--- src/rtl/core/asl_pkg.sv ---
// Shared types, token codes and the mnemonic table for the assembly source lexer.
package asl_pkg;

    localparam logic [3:0] KIND_EOF      = 4'd0;
    localparam logic [3:0] KIND_NEWLINE  = 4'd1;
    localparam logic [3:0] KIND_COMMA    = 4'd2;
    localparam logic [3:0] KIND_LPAREN   = 4'd3;
    localparam logic [3:0] KIND_RPAREN   = 4'd4;
    localparam logic [3:0] KIND_COLON    = 4'd5;
    localparam logic [3:0] KIND_MNEMONIC = 4'd6;
    localparam logic [3:0] KIND_XREG     = 4'd7;
    localparam logic [3:0] KIND_FREG     = 4'd8;
    localparam logic [3:0] KIND_IMM      = 4'd9;
    localparam logic [3:0] KIND_IDENT    = 4'd10;
    localparam logic [3:0] KIND_STRING   = 4'd11;

    localparam logic [7:0] CH_SEMI   = 8'h3B;
    localparam logic [7:0] CH_SPACE  = 8'h20;
    localparam logic [7:0] CH_COMMA  = 8'h2C;
    localparam logic [7:0] CH_LPAREN = 8'h28;
    localparam logic [7:0] CH_RPAREN = 8'h29;
    localparam logic [7:0] CH_COLON  = 8'h3A;
    localparam logic [7:0] CH_NL     = 8'h0A;
    localparam logic [7:0] CH_QUOTE  = 8'h22;
    localparam logic [7:0] CH_MINUS  = 8'h2D;
    localparam logic [7:0] CH_ZERO   = 8'h30;
    localparam logic [7:0] CH_NINE   = 8'h39;
    localparam logic [7:0] CH_X      = 8'h78;
    localparam logic [7:0] CH_F      = 8'h66;

    localparam logic [31:0] IMM_CAP = 32'h8000_0000;

    localparam int NUM_MNEMONICS = 42;

    typedef enum logic [1:0] {
        MODE_NORMAL,
        MODE_COMMENT,
        MODE_STRING
    } lex_mode_t;

    typedef struct packed {
        logic [3:0]  kind;
        logic [5:0]  mnemonic;
        logic [4:0]  reg_idx;
        logic [31:0] imm;
        logic [63:0] text;
        logic [3:0]  len;
        logic        trunc;
        logic        last;
    } token_t;

    // Literals hold the first character in the highest used byte.
    localparam logic [47:0] MN_TEXT [NUM_MNEMONICS] = '{
        48'("nop"), 48'("hlt"),
        48'("add"), 48'("sub"), 48'("sll"), 48'("slt"), 48'("sltu"), 48'("xor"),
        48'("srl"), 48'("sra"), 48'("or"), 48'("and"),
        48'("addi"), 48'("slli"), 48'("slti"), 48'("sltiu"), 48'("xori"),
        48'("srli"), 48'("srai"), 48'("ori"), 48'("andi"),
        48'("lb"), 48'("lh"), 48'("lw"), 48'("lbu"), 48'("lhu"),
        48'("sb"), 48'("sh"), 48'("sw"),
        48'("beq"), 48'("bne"), 48'("blt"), 48'("bge"), 48'("bltu"), 48'("bgeu"),
        48'("lui"), 48'("auipc"), 48'("jal"), 48'("jalr"),
        48'("flw"), 48'("fsw"), 48'("fadd.s")
    };

    localparam logic [3:0] MN_LEN [NUM_MNEMONICS] = '{
        4'd3, 4'd3,
        4'd3, 4'd3, 4'd3, 4'd3, 4'd4, 4'd3, 4'd3, 4'd3, 4'd2, 4'd3,
        4'd4, 4'd4, 4'd4, 4'd5, 4'd4, 4'd4, 4'd4, 4'd3, 4'd4,
        4'd2, 4'd2, 4'd2, 4'd3, 4'd3,
        4'd2, 4'd2, 4'd2,
        4'd3, 4'd3, 4'd3, 4'd3, 4'd4, 4'd4,
        4'd3, 4'd5, 4'd3, 4'd4,
        4'd3, 4'd3, 4'd6
    };

    // Reorder a mnemonic so its first character sits in the lowest byte.
    function automatic logic [63:0] mn_bytes(input int m);
        logic [63:0] res;
        int          l;
        res = '0;
        l   = int'(MN_LEN[m]);
        for (int k = 0; k < 6; k++)
        begin
            if (k < l)
            begin
                res[8*k +: 8] = MN_TEXT[m][8*(l-1-k) +: 8];
            end
        end
        return res;
    endfunction

endpackage

--- src/rtl/core/assembly_source_lexer.sv ---
// Top level of the assembly source lexer: input register, tokenizer and result queue.
// Throughput: one byte per cycle while the result side takes one token per cycle;
//   a byte makes up to two tokens, and the four-entry result queue sets the pace
//   when the consumer falls behind.
// Reset: rst_n clears mode, word and string buffers, and empties both the input
//   register and the result queue at once; no clearing pass.
module assembly_source_lexer #(
    parameter int MAX_TEXT_LEN = 8
) (
    input  logic        clk,
    input  logic        rst_n,
    input  logic        in_valid,
    output logic        in_stall,
    input  logic [7:0]  char_in,
    input  logic        end_of_input,
    output logic        out_valid,
    input  logic        out_stall,
    output logic [3:0]  token_kind,
    output logic [5:0]  mnemonic_code,
    output logic [4:0]  reg_index,
    output logic signed [31:0] imm_value,
    output logic [63:0] token_text,
    output logic [3:0]  text_len,
    output logic        text_truncated,
    output logic        last
);

    typedef struct packed {
        logic [63:0] bytes;
        logic [3:0]  len;
        logic        ovf;
    } text_t;

    // Append one byte unless the buffer holds MAX_TEXT_LEN bytes (and never more than eight); flag overflow then.
    function automatic text_t text_append(input text_t t, input logic [7:0] c);
        text_t r;
        r = t;
        if (t.len < 4'(MAX_TEXT_LEN) && t.len < 4'd8)
        begin
            for (int k = 0; k < 8; k++)
            begin
                if (t.len[2:0] == 3'(k))
                begin
                    r.bytes[8*k +: 8] = c;
                end
            end
            r.len = t.len + 4'd1;
        end
        else
        begin
            r.ovf = 1'b1;
        end
        return r;
    endfunction

    // Input register stage
    logic       in_valid_reg;
    logic [7:0] char_reg;
    logic       eoi_reg;
    logic       fire;

    // Lexer state
    asl_pkg::lex_mode_t mode_reg, mode_next;
    text_t       word_reg, word_next;
    text_t       str_reg, str_next;
    logic        num_ok_reg, num_ok_next;
    logic        num_neg_reg, num_neg_next;
    logic        num_digit_reg, num_digit_next;
    logic [31:0] num_mag_reg, num_mag_next;

    // Result queue
    asl_pkg::token_t fifo_reg [4];
    logic [1:0]  wr_ptr_reg, rd_ptr_reg;
    logic [2:0]  count_reg;
    logic        pop;

    asl_pkg::token_t tok0, tok1, word_tok, str_tok, sym_tok;
    logic [1:0]  n_tok;

    // Word classification
    logic        mn_hit;
    logic [5:0]  mn_code;
    logic [7:0]  b0, b1, b2;
    logic        b1_digit, b2_digit;
    logic [6:0]  reg_val;
    logic        reg_ok;
    logic [31:0] imm_val;
    logic [3:0]  sym_kind;
    logic [35:0] mag_prod;

    assign fire     = in_valid_reg && (count_reg <= 3'd2);
    assign in_stall = in_valid_reg && !fire;

    always_ff @(posedge clk or negedge rst_n)
    begin
        if (!rst_n)
        begin
            in_valid_reg <= 1'b0;
        end
        else if (!in_stall)
        begin
            in_valid_reg <= in_valid;
        end
    end

    always_ff @(posedge clk)
    begin
        if (in_valid && !in_stall)
        begin
            char_reg <= char_in;
            eoi_reg  <= end_of_input;
        end
    end

    always_comb
    begin
        mn_hit  = 1'b0;
        mn_code = '0;
        for (int m = 0; m < asl_pkg::NUM_MNEMONICS; m++)
        begin
            if (!mn_hit && word_reg.len == asl_pkg::MN_LEN[m]
                && word_reg.bytes == asl_pkg::mn_bytes(m))
            begin
                mn_hit  = 1'b1;
                mn_code = 6'(m);
            end
        end
    end

    assign b0 = word_reg.bytes[7:0];
    assign b1 = word_reg.bytes[15:8];
    assign b2 = word_reg.bytes[23:16];
    assign b1_digit = (b1 >= asl_pkg::CH_ZERO) && (b1 <= asl_pkg::CH_NINE);
    assign b2_digit = (b2 >= asl_pkg::CH_ZERO) && (b2 <= asl_pkg::CH_NINE);

    always_comb
    begin
        reg_val = 7'(b1 - asl_pkg::CH_ZERO);
        reg_ok  = (b0 == asl_pkg::CH_X || b0 == asl_pkg::CH_F) && b1_digit
                  && (word_reg.len == 4'd2 || word_reg.len == 4'd3);
        if (word_reg.len == 4'd3)
        begin
            reg_val = 7'(b1 - asl_pkg::CH_ZERO) * 7'd10 + 7'(b2 - asl_pkg::CH_ZERO);
            if (b1 == asl_pkg::CH_ZERO || !b2_digit || reg_val > 7'd31)
            begin
                reg_ok = 1'b0;
            end
        end
    end

    // Negative values wrap through two's complement; positive ones clamp below the cap.
    assign imm_val = num_neg_reg ? (32'd0 - num_mag_reg)
                   : ((num_mag_reg >= asl_pkg::IMM_CAP) ? asl_pkg::IMM_CAP - 32'd1
                                                         : num_mag_reg);

    always_comb
    begin
        word_tok = '0;
        if (!word_reg.ovf && mn_hit)
        begin
            word_tok.kind     = asl_pkg::KIND_MNEMONIC;
            word_tok.mnemonic = mn_code;
        end
        else if (!word_reg.ovf && reg_ok)
        begin
            word_tok.kind    = (b0 == asl_pkg::CH_X) ? asl_pkg::KIND_XREG : asl_pkg::KIND_FREG;
            word_tok.reg_idx = reg_val[4:0];
        end
        else if (num_ok_reg && num_digit_reg)
        begin
            word_tok.kind = asl_pkg::KIND_IMM;
            word_tok.imm  = imm_val;
        end
        else
        begin
            word_tok.kind  = asl_pkg::KIND_IDENT;
            word_tok.text  = word_reg.bytes;
            word_tok.len   = word_reg.len;
            word_tok.trunc = word_reg.ovf;
        end
    end

    always_comb
    begin
        str_tok       = '0;
        str_tok.kind  = asl_pkg::KIND_STRING;
        str_tok.text  = str_reg.bytes;
        str_tok.len   = str_reg.len;
        str_tok.trunc = str_reg.ovf;
    end

    always_comb
    begin
        case (char_reg)
            asl_pkg::CH_NL:     sym_kind = asl_pkg::KIND_NEWLINE;
            asl_pkg::CH_COMMA:  sym_kind = asl_pkg::KIND_COMMA;
            asl_pkg::CH_LPAREN: sym_kind = asl_pkg::KIND_LPAREN;
            asl_pkg::CH_RPAREN: sym_kind = asl_pkg::KIND_RPAREN;
            asl_pkg::CH_COLON:  sym_kind = asl_pkg::KIND_COLON;
            default:            sym_kind = asl_pkg::KIND_EOF;
        endcase
        sym_tok      = '0;
        sym_tok.kind = sym_kind;
    end

    assign mag_prod = {4'd0, num_mag_reg} * 36'd10 + 36'(char_reg - asl_pkg::CH_ZERO);

    // Next state and the tokens for the byte in the input register
    always_comb
    begin
        mode_next      = mode_reg;
        word_next      = word_reg;
        str_next       = str_reg;
        num_ok_next    = num_ok_reg;
        num_neg_next   = num_neg_reg;
        num_digit_next = num_digit_reg;
        num_mag_next   = num_mag_reg;
        tok0  = '0;
        tok1  = '0;
        n_tok = 2'd0;
        if (fire)
        begin
            if (eoi_reg)
            begin
                // End of source: flush an open string, then eof, then back to reset.
                if (mode_reg == asl_pkg::MODE_STRING)
                begin
                    tok0  = str_tok;
                    n_tok = 2'd2;
                end
                else
                begin
                    tok0  = '0;
                    n_tok = 2'd1;
                end
                tok1           = '0;
                mode_next      = asl_pkg::MODE_NORMAL;
                word_next      = '0;
                str_next       = '0;
                num_ok_next    = 1'b1;
                num_neg_next   = 1'b0;
                num_digit_next = 1'b0;
                num_mag_next   = '0;
            end
            else
            begin
                case (mode_reg)
                    asl_pkg::MODE_COMMENT:
                    begin
                        if (char_reg == asl_pkg::CH_NL)
                        begin
                            mode_next = asl_pkg::MODE_NORMAL;
                        end
                    end
                    asl_pkg::MODE_STRING:
                    begin
                        if (char_reg == asl_pkg::CH_QUOTE)
                        begin
                            tok0      = str_tok;
                            n_tok     = 2'd1;
                            str_next  = '0;
                            mode_next = asl_pkg::MODE_NORMAL;
                        end
                        else
                        begin
                            str_next = text_append(str_reg, char_reg);
                        end
                    end
                    default:
                    begin
                        if (char_reg == asl_pkg::CH_SEMI)
                        begin
                            mode_next = asl_pkg::MODE_COMMENT;
                        end
                        else if (char_reg == asl_pkg::CH_QUOTE)
                        begin
                            str_next  = '0;
                            mode_next = asl_pkg::MODE_STRING;
                        end
                        else if (char_reg == asl_pkg::CH_SPACE
                                 || sym_kind != asl_pkg::KIND_EOF)
                        begin
                            if (word_reg.len != 4'd0)
                            begin
                                tok0           = word_tok;
                                tok1           = sym_tok;
                                n_tok          = (sym_kind != asl_pkg::KIND_EOF) ? 2'd2 : 2'd1;
                                word_next      = '0;
                                num_ok_next    = 1'b1;
                                num_neg_next   = 1'b0;
                                num_digit_next = 1'b0;
                                num_mag_next   = '0;
                            end
                            else if (sym_kind != asl_pkg::KIND_EOF)
                            begin
                                tok0  = sym_tok;
                                n_tok = 2'd1;
                            end
                        end
                        else
                        begin
                            if (char_reg >= asl_pkg::CH_ZERO && char_reg <= asl_pkg::CH_NINE)
                            begin
                                num_digit_next = 1'b1;
                                num_mag_next   = (mag_prod > 36'(asl_pkg::IMM_CAP))
                                               ? asl_pkg::IMM_CAP : mag_prod[31:0];
                            end
                            else if (char_reg == asl_pkg::CH_MINUS && word_reg.len == 4'd0)
                            begin
                                num_neg_next = 1'b1;
                            end
                            else
                            begin
                                num_ok_next = 1'b0;
                            end
                            word_next = text_append(word_reg, char_reg);
                        end
                    end
                endcase
            end
        end
        tok0.last = (n_tok == 2'd1);
        tok1.last = 1'b1;
    end

    always_ff @(posedge clk or negedge rst_n)
    begin
        if (!rst_n)
        begin
            mode_reg      <= asl_pkg::MODE_NORMAL;
            word_reg      <= '0;
            str_reg       <= '0;
            num_ok_reg    <= 1'b1;
            num_neg_reg   <= 1'b0;
            num_digit_reg <= 1'b0;
            num_mag_reg   <= '0;
        end
        else
        begin
            mode_reg      <= mode_next;
            word_reg      <= word_next;
            str_reg       <= str_next;
            num_ok_reg    <= num_ok_next;
            num_neg_reg   <= num_neg_next;
            num_digit_reg <= num_digit_next;
            num_mag_reg   <= num_mag_next;
        end
    end

    // Result queue: push up to two tokens, pop one per beat.
    assign pop = (count_reg != 3'd0) && !out_stall;

    always_ff @(posedge clk or negedge rst_n)
    begin
        if (!rst_n)
        begin
            wr_ptr_reg <= '0;
            rd_ptr_reg <= '0;
            count_reg  <= '0;
        end
        else
        begin
            wr_ptr_reg <= wr_ptr_reg + n_tok;
            rd_ptr_reg <= rd_ptr_reg + 2'(pop);
            count_reg  <= count_reg + 3'(n_tok) - 3'(pop);
        end
    end

    always_ff @(posedge clk)
    begin
        if (n_tok != 2'd0)
        begin
            fifo_reg[wr_ptr_reg] <= tok0;
        end
        if (n_tok == 2'd2)
        begin
            fifo_reg[wr_ptr_reg + 2'd1] <= tok1;
        end
    end

    assign out_valid      = (count_reg != 3'd0);
    assign token_kind     = fifo_reg[rd_ptr_reg].kind;
    assign mnemonic_code  = fifo_reg[rd_ptr_reg].mnemonic;
    assign reg_index      = fifo_reg[rd_ptr_reg].reg_idx;
    assign imm_value      = fifo_reg[rd_ptr_reg].imm;
    assign token_text     = fifo_reg[rd_ptr_reg].text;
    assign text_len       = fifo_reg[rd_ptr_reg].len;
    assign text_truncated = fifo_reg[rd_ptr_reg].trunc;
    assign last           = fifo_reg[rd_ptr_reg].last;

endmodule

--- config.mk ---
export PLATFORM = sky130hd
export DESIGN_NAME = assembly_source_lexer
export DESIGN_NICKNAME = d
export VERILOG_FILES = /design/src/rtl/core/asl_pkg.sv /design/src/rtl/core/assembly_source_lexer.sv
export SDC_FILE = /design/constraint.sdc
export NUM_CORES = 2
export LEC_CHECK = 0
export BUFFER_PORTS_ARGS = -buffer_cell sky130_fd_sc_hd__buf_2
export CORE_MARGIN = 4
export CORE_UTILIZATION = 55
export DETAILED_ROUTE_END_ITERATION = 10
export PLACE_DENSITY = 0.72
export SLEW_MARGIN = 20
export SYNTH_ARGS = -nofsm -noshare
export SYNTH_HDL_FRONTEND = slang
export SYNTH_SLANG_ARGS = --single-unit
--- constraint.sdc ---
create_clock -name clk -period 10.2 [get_ports clk]
set_clock_uncertainty 0.1 [all_clocks]
set_input_delay 1.53 -clock clk [delete_from_list [all_inputs] [get_ports clk]]
set_output_delay 1.53 -clock clk [all_outputs]
set_load 0.05 [all_outputs]
# [After elaboration in Yosys (flattened, before gate mapping)]
# Memory sizes are Yosys's and may differ from the RTL's.
# Cells that the tools add are included.
[totals] ramBits=468 n_memories=1 out_inout_bits=119 elab_cells=547 regBits=192 inputBits=13
[op_classes] add_sub_neg=13 reduce_logical=201 magnitude_cmp=12 n_eq_ne=89 n_mux=198 mul=2
[memory_table] name="fifo_reg" words=4 word_bits=117 read_ports=1 rd_clocked_by_memory_dff=0 write_ports=2 line="assembly_source_lexer.sv:72" text="asl_pkg::token_t fifo_reg [4];"
[op_table] cell="$mux 117" count=16
[op_table] cell="$eq 64x23->1 const B" count=21
[op_table] cell="$mux 69" count=11
[op_table] cell="$eq 64x31->1 const B" count=11
[op_table] cell="$eq 64x15->1 const B" count=7
[op_table] cell="$mux 32" count=11
[op_table] cell="$mux 6" count=41
[op_table] cell="$pmux 117 s2" count=1
[op_table] cell="$pmux 69 s2" count=1
[op_table] cell="$mux 68" count=2
[op_table] cell="$eq 64x39->1 const B" count=2
[op_table] cell="$mux 8" count=16
[op_table] cell="$mux 106" count=1
[op_table] cell="$mux 101" count=1
[op_table] cell="$logic_and 1x1->1" count=96
[op_table] cell="$mux 1" count=75
[op_table] cell="$eq 8x6->1 const B" count=9
[op_table] cell="$reduce_and 7->1" count=10
[op_table] cell="$reduce_and 6->1" count=11
[op_table] cell="$reduce_bool 3->1" count=22
[op_table] cell="$eq 64x47->1 const B" count=1
[op_table] cell="$logic_not 1->1" count=46
[op_table] cell="$add 36x36->36" count=1
[op_table] cell="$gt 36x32->1 const B" count=1
[op_table] cell="44 further kinds" count=101

# [Logic depth before layout (Yosys ltp)]
[depth] depth_word=176 mapped_depth=26 depth_no_buf=25

# [Worst setup path after synthesis]
# Ideal clock, no wire load.
[synth_timing] kind="register to register" startpoint="register char_reg[5]" endpoint="register num_mag_reg[10]" setup_ns=0.074 arrival_time_ns=5.750 path_buffers=1 period_less_slack_ns=5.924 stages_incl_launch_ff=15 path_slack_ns=4.276 path_cell_list="edfxtp_1 ha_1 nor3_1 ha_1 a21o_1 a211o_1 a2111oi_2 nor4b_1 or2_2 o311ai_0 o2111ai_1 nor3_1 o2111ai_4 buf_4 o21ai_2"
[synth_via] elab_chain_cells=10 elab_cells_between_ends=29
[synth_lines] item="start, declared" line="assembly_source_lexer.sv:58" text="logic [7:0] char_reg;"
[synth_lines] item="start signal, assigned" line="assembly_source_lexer.sv:110" text="char_reg <= char_in;"
[synth_lines] item="$sub 8x6->9" line="assembly_source_lexer.sv:206" text="assign mag_prod = {4'd0, num_mag_reg} * 36'd10 + 36'(char_reg - asl_pkg::CH_ZERO);"
[synth_lines] item="$add 36x36->36" line="assembly_source_lexer.sv:206"
[synth_lines] item="$gt 36x32->1" line="assembly_source_lexer.sv:305" text="num_mag_next = (mag_prod > 36'(asl_pkg::IMM_CAP))"
[synth_lines] item="$mux 32" line="assembly_source_lexer.sv:306" text="? asl_pkg::IMM_CAP : mag_prod[31:0];"
[synth_lines] item="$mux 32" line="assembly_source_lexer.sv:302" text="if (char_reg >= asl_pkg::CH_ZERO && char_reg <= asl_pkg::CH_NINE)"
[synth_lines] item="$mux 32" line="assembly_source_lexer.sv:280" text="else if (char_reg == asl_pkg::CH_SPACE"
[synth_lines] item="$mux 32" line="assembly_source_lexer.sv:275" text="else if (char_reg == asl_pkg::CH_QUOTE)"
[synth_lines] item="$mux 32" line="assembly_source_lexer.sv:271" text="if (char_reg == asl_pkg::CH_SEMI)"
[synth_lines] item="$mux 32" line="assembly_source_lexer.sv:247" text="case (mode_reg)"
[synth_lines] item="$mux 32" line="assembly_source_lexer.sv:223" text="if (eoi_reg)"
[synth_lines] item="end signal, assigned" line="assembly_source_lexer.sv:346" text="num_mag_reg <= num_mag_next;"
[synth_lines] item="end, declared" line="assembly_source_lexer.sv:69" text="logic [31:0] num_mag_reg, num_mag_next;"
# Parallel ways exist; a longest one is shown, timed or not. The select of a mux whose other input is x is not followed.
# A chain may end at the register's enable or synchronous reset.

# [Worst setup path after layout]
[layout_timing] startpoint="register num_mag_reg[10]" endpoint="register num_mag_reg[2]"
[layout_via] elab_chain_cells=10
[layout_lines] item="$mul 32x3->35" line="assembly_source_lexer.sv:206"
[layout_lines] item="$add 36x36->36" line="assembly_source_lexer.sv:206"
[layout_lines] item="$gt 36x32->1" line="assembly_source_lexer.sv:305"
[layout_lines] item="$mux 32" line="assembly_source_lexer.sv:306"
[layout_lines] item="$mux 32" line="assembly_source_lexer.sv:302"
[layout_lines] item="$mux 32" line="assembly_source_lexer.sv:280"
[layout_lines] item="$mux 32" line="assembly_source_lexer.sv:275"
[layout_lines] item="$mux 32" line="assembly_source_lexer.sv:271"
[layout_lines] item="$mux 32" line="assembly_source_lexer.sv:247"
[layout_lines] item="$mux 32" line="assembly_source_lexer.sv:223"
# No other way between the ends. The select of a mux whose other input is x is not followed.

==> impl_metrics.tcl <==
set metrics [dict create \
    crit_arrival_ps 6970 \
    crit_type "register to register" \
    nNetsFinal 3730 \
    maxCapViolCount 0 \
    synth-async-reset-ratio_pct 27.7 \
    portBuffers 131 \
    finalHoldViolCount 0 \
    ys_ff_latch 660 \
    multi_input_area_mm2 0.0185 \
    grt_pass1_vias 27700 \
    cts_tree "yes" \
    cpMaxStageDelayCell "or4b_1" \
    overflow 0 \
    drive_gt1_share_pct 16.0 \
    layout_min_cycle_time_ps 6550 \
    busiest_layer "met2" \
    clock_path_buffers 3 \
    die_y_um 256 \
    holdCritStartpoint "fifo_reg[3][31]$_SDFFE_PP0P_" \
    antenna_found_initial 3 \
    synth_edf_count 21 \
    dieArea_mm2 0.0657 \
    ys_seq_area_share_pct 42.3 \
    fin_crit_sh_pct 64.2 \
    crit_fanout 27 \
    setup_tns_ps 0 \
    place_hpwl_um 75700 \
    r2r_end "num_mag_reg[2]$_DFFE_PN0P_" \
    run_status "complete, no violations" \
    initial_utilization_pct 55.9 \
    syn_area_mm2 0.0339 \
    ys.flop_type "dfxtp_1" \
    finalSetupViolCount 0 \
    drt_iter0_markers 3208 \
    nFillCells 5156 \
    end_kind "register" \
    grt_max_degree 114 \
    wire_per_inst_um 24.8 \
    clkLatencyLatePin_ps 630 \
    vias 29400 \
    syn_avg_cell_area_um2 9.55 \
    cts_setup_buffers 0 \
    synth.area.top_cells "dfxtp_1, dfrtp_1, mux4_2, nand2_1, ha_1" \
    max_freq_mhz 153 \
    gr-usage-met1_pct 45.9 \
    largest_register_ffs 468 \
    drv_slew 0 \
    use_met2_pct 48.8 \
    tightest_slew_ps 1170 \
    rr_worst_depth 20 \
    crit_path_start_kind "register" \
    seq_area_mm2 0.0143 \
    cts_buffers 71 \
    via_per_inst 6.66 \
    crit_chain "ha_1, ha_1, or3_4, or4b_1, a2111oi_2, nor3_1, a21oi_1, o21ai_0, xor2_1, ha_1, o21ai_0, o21bai_1, a21oi_1, o21ba_2, or2_2, o311ai_0, o2111ai_1, nor3_1, o2111ai_4, o21ai_0" \
    gp_congestion 1.02 \
    cts_resized 0 \
    fp.dieW_um 256 \
    slowest_delay_ps 600 \
    cts.hold.buffers_added 0 \
    drc_errors 0 \
    ys_warn_count 0 \
    synth_cell_type_count 98 \
    max-vdd-ir-drop_mv 0.194 \
    drt-pass1-iter-count 6 \
    synthToLayoutAreaGrowth_pct 10.3 \
    synthCells 3553 \
    worst_ep_required_time_ps 10620 \
    wirelength_um 110000 \
    crit_buf_inv 0 \
    min_path_type "register to register" \
    synth_most_common_cell "nand2_1" \
    slew_headroom_pct 21.6 \
    use_met3_pct 6.43 \
    final_antenna_net_count 0 \
    r2r-start "num_mag_reg[10]$_DFFE_PN0P_" \
    synth_top_area_share_pct 26.9 \
    grt_pass1_wl_um 166000 \
    power_density_mw_per_mm2 254 \
    synth_common_cells "nand2_1, dfxtp_1, o21ai_0" \
    cts.sinks 660 \
    hold_end "fifo_reg[3][31]$_SDFFE_PP0P_" \
    r2r_slack_ps 3650 \
    cts_root_buf "clkbuf_16" \
    row_count 90 \
    grt_usage_pct 32.0 \
    synthesis.nets 3704 \
    clk_pin_slew_ps 60 \
    rsz0062_at_grt "no" \
    hold_path_depth 2 \
    crit_family "compound AO/OA/AOI/OAI gates" \
    io_pins 132 \
    core-area_mm2 0.0607 \
    synth_area_leader_cell "dfxtp_1" \
    htreeDepth 3 \
    p_leak_nw 15.1 \
    finish.utilization_pct 61.6 \
]
[logic make-up after synthesis]
group	Yosys count	synth area share (%)
flops	660	42.3
mux	218	11.1
simple gates	1143	16.0
xor+xnor	67	1.81
fa+ha+maj	138	5.20
compound gates	1034	20.2
buf+inv	293	3.45
[layout by cell type, fill, tap and decap left out, types with 45 or more instances in the layout]
cell       Yosys  final
buf_2         35    130
mux2_2        98     98
dfrtp_1      182    180
nand3_1       80     80
nor2_1       144    138
ha_1         133    133
dfxtp_1      456    456
clkbuf_16      0     72
o21ai_0      325    324
inv_1         71     71
mux4_2       117    117
nand4_1       51     51
xnor2_1       45     45
a21oi_1      166    162
a31oi_1       53     53
nor3_1        77     73
a22o_1       171    171
nand2_1      533    531
a22oi_1       58     58
[metal layers]
metal | up-vias | routed length (um) | share of wire (%)
met5 | - | 0 | 0
met4 | 0 | 3950 | 3.6
met3 | 226 | 10100 | 9.2
met2 | 1398 | 48300 | 44
met1 | 14500 | 47200 | 43
li1 | 13300 | - | -
[tightest hold or removal path, stage by stage, from the launching register on]
cell,delay (ps)
dfxtp_1,320
nand2_1,40
o21ai_0,50
[how the worst max path moves through the flow]
stage,start,endpoint,slack (ps),cells after the start
after global placement,num_mag_reg[11]$_DFFE_PN0P_,num_mag_reg[0]$_DFFE_PN0P_,3870,20
after global routing,num_mag_reg[12]$_DFFE_PN0P_,num_mag_reg[2]$_DFFE_PN0P_,3160,20
after CTS,num_mag_reg[12]$_DFFE_PN0P_,num_mag_reg[2]$_DFFE_PN0P_,3700,20
final,num_mag_reg[10]$_DFFE_PN0P_,num_mag_reg[2]$_DFFE_PN0P_,3650,20
after detailed placement,num_mag_reg[12]$_DFFE_PN0P_,num_mag_reg[2]$_DFFE_PN0P_,3710,20
after floorplan,char_reg[5]$_DFFE_PP_,num_mag_reg[10]$_DFFE_PN0P_,4280,14
[metrics by stage]
step	hold WS [ps]	std cells	worst slack [ps]	total power, mW	instance area [um2]
5_1_grt	370	4415	3160	9.91	37400
3_3_place_gp	329	4287	3870	6.88	35100
4_1_cts	352	4413	3700	9.46	37400
6_report	348	4415	3650	9.51	37400
2_1_floorplan	320	3553	4280	5.88	33900
3_5_place_dp	338	4287	3710	6.94	35100
[area by class of cell]
type                       count  area share [%]
antenna                        1         0.00669
clock buffer                 106            5.58
clock inverter                20           0.558
inverter                      75           0.752
multi-input combinational   2600            49.6
sequential                   660            38.3
tap                          782            2.61
timing repair buffer         171            2.58
[where the power goes]
| group | total (mW) | internal, mW | leakage [nW] | switching [mW] |
|---|---|---|---|---|
| combinational | 3.38 | 1.16 | 7.67 | 2.21 |
| clock | 2.54 | 1.46 | 1.13 | 1.08 |
| sequential | 3.60 | 3.01 | 6.35 | 0.584 |
No activity file was read; power rests on OpenSTA's default activity.
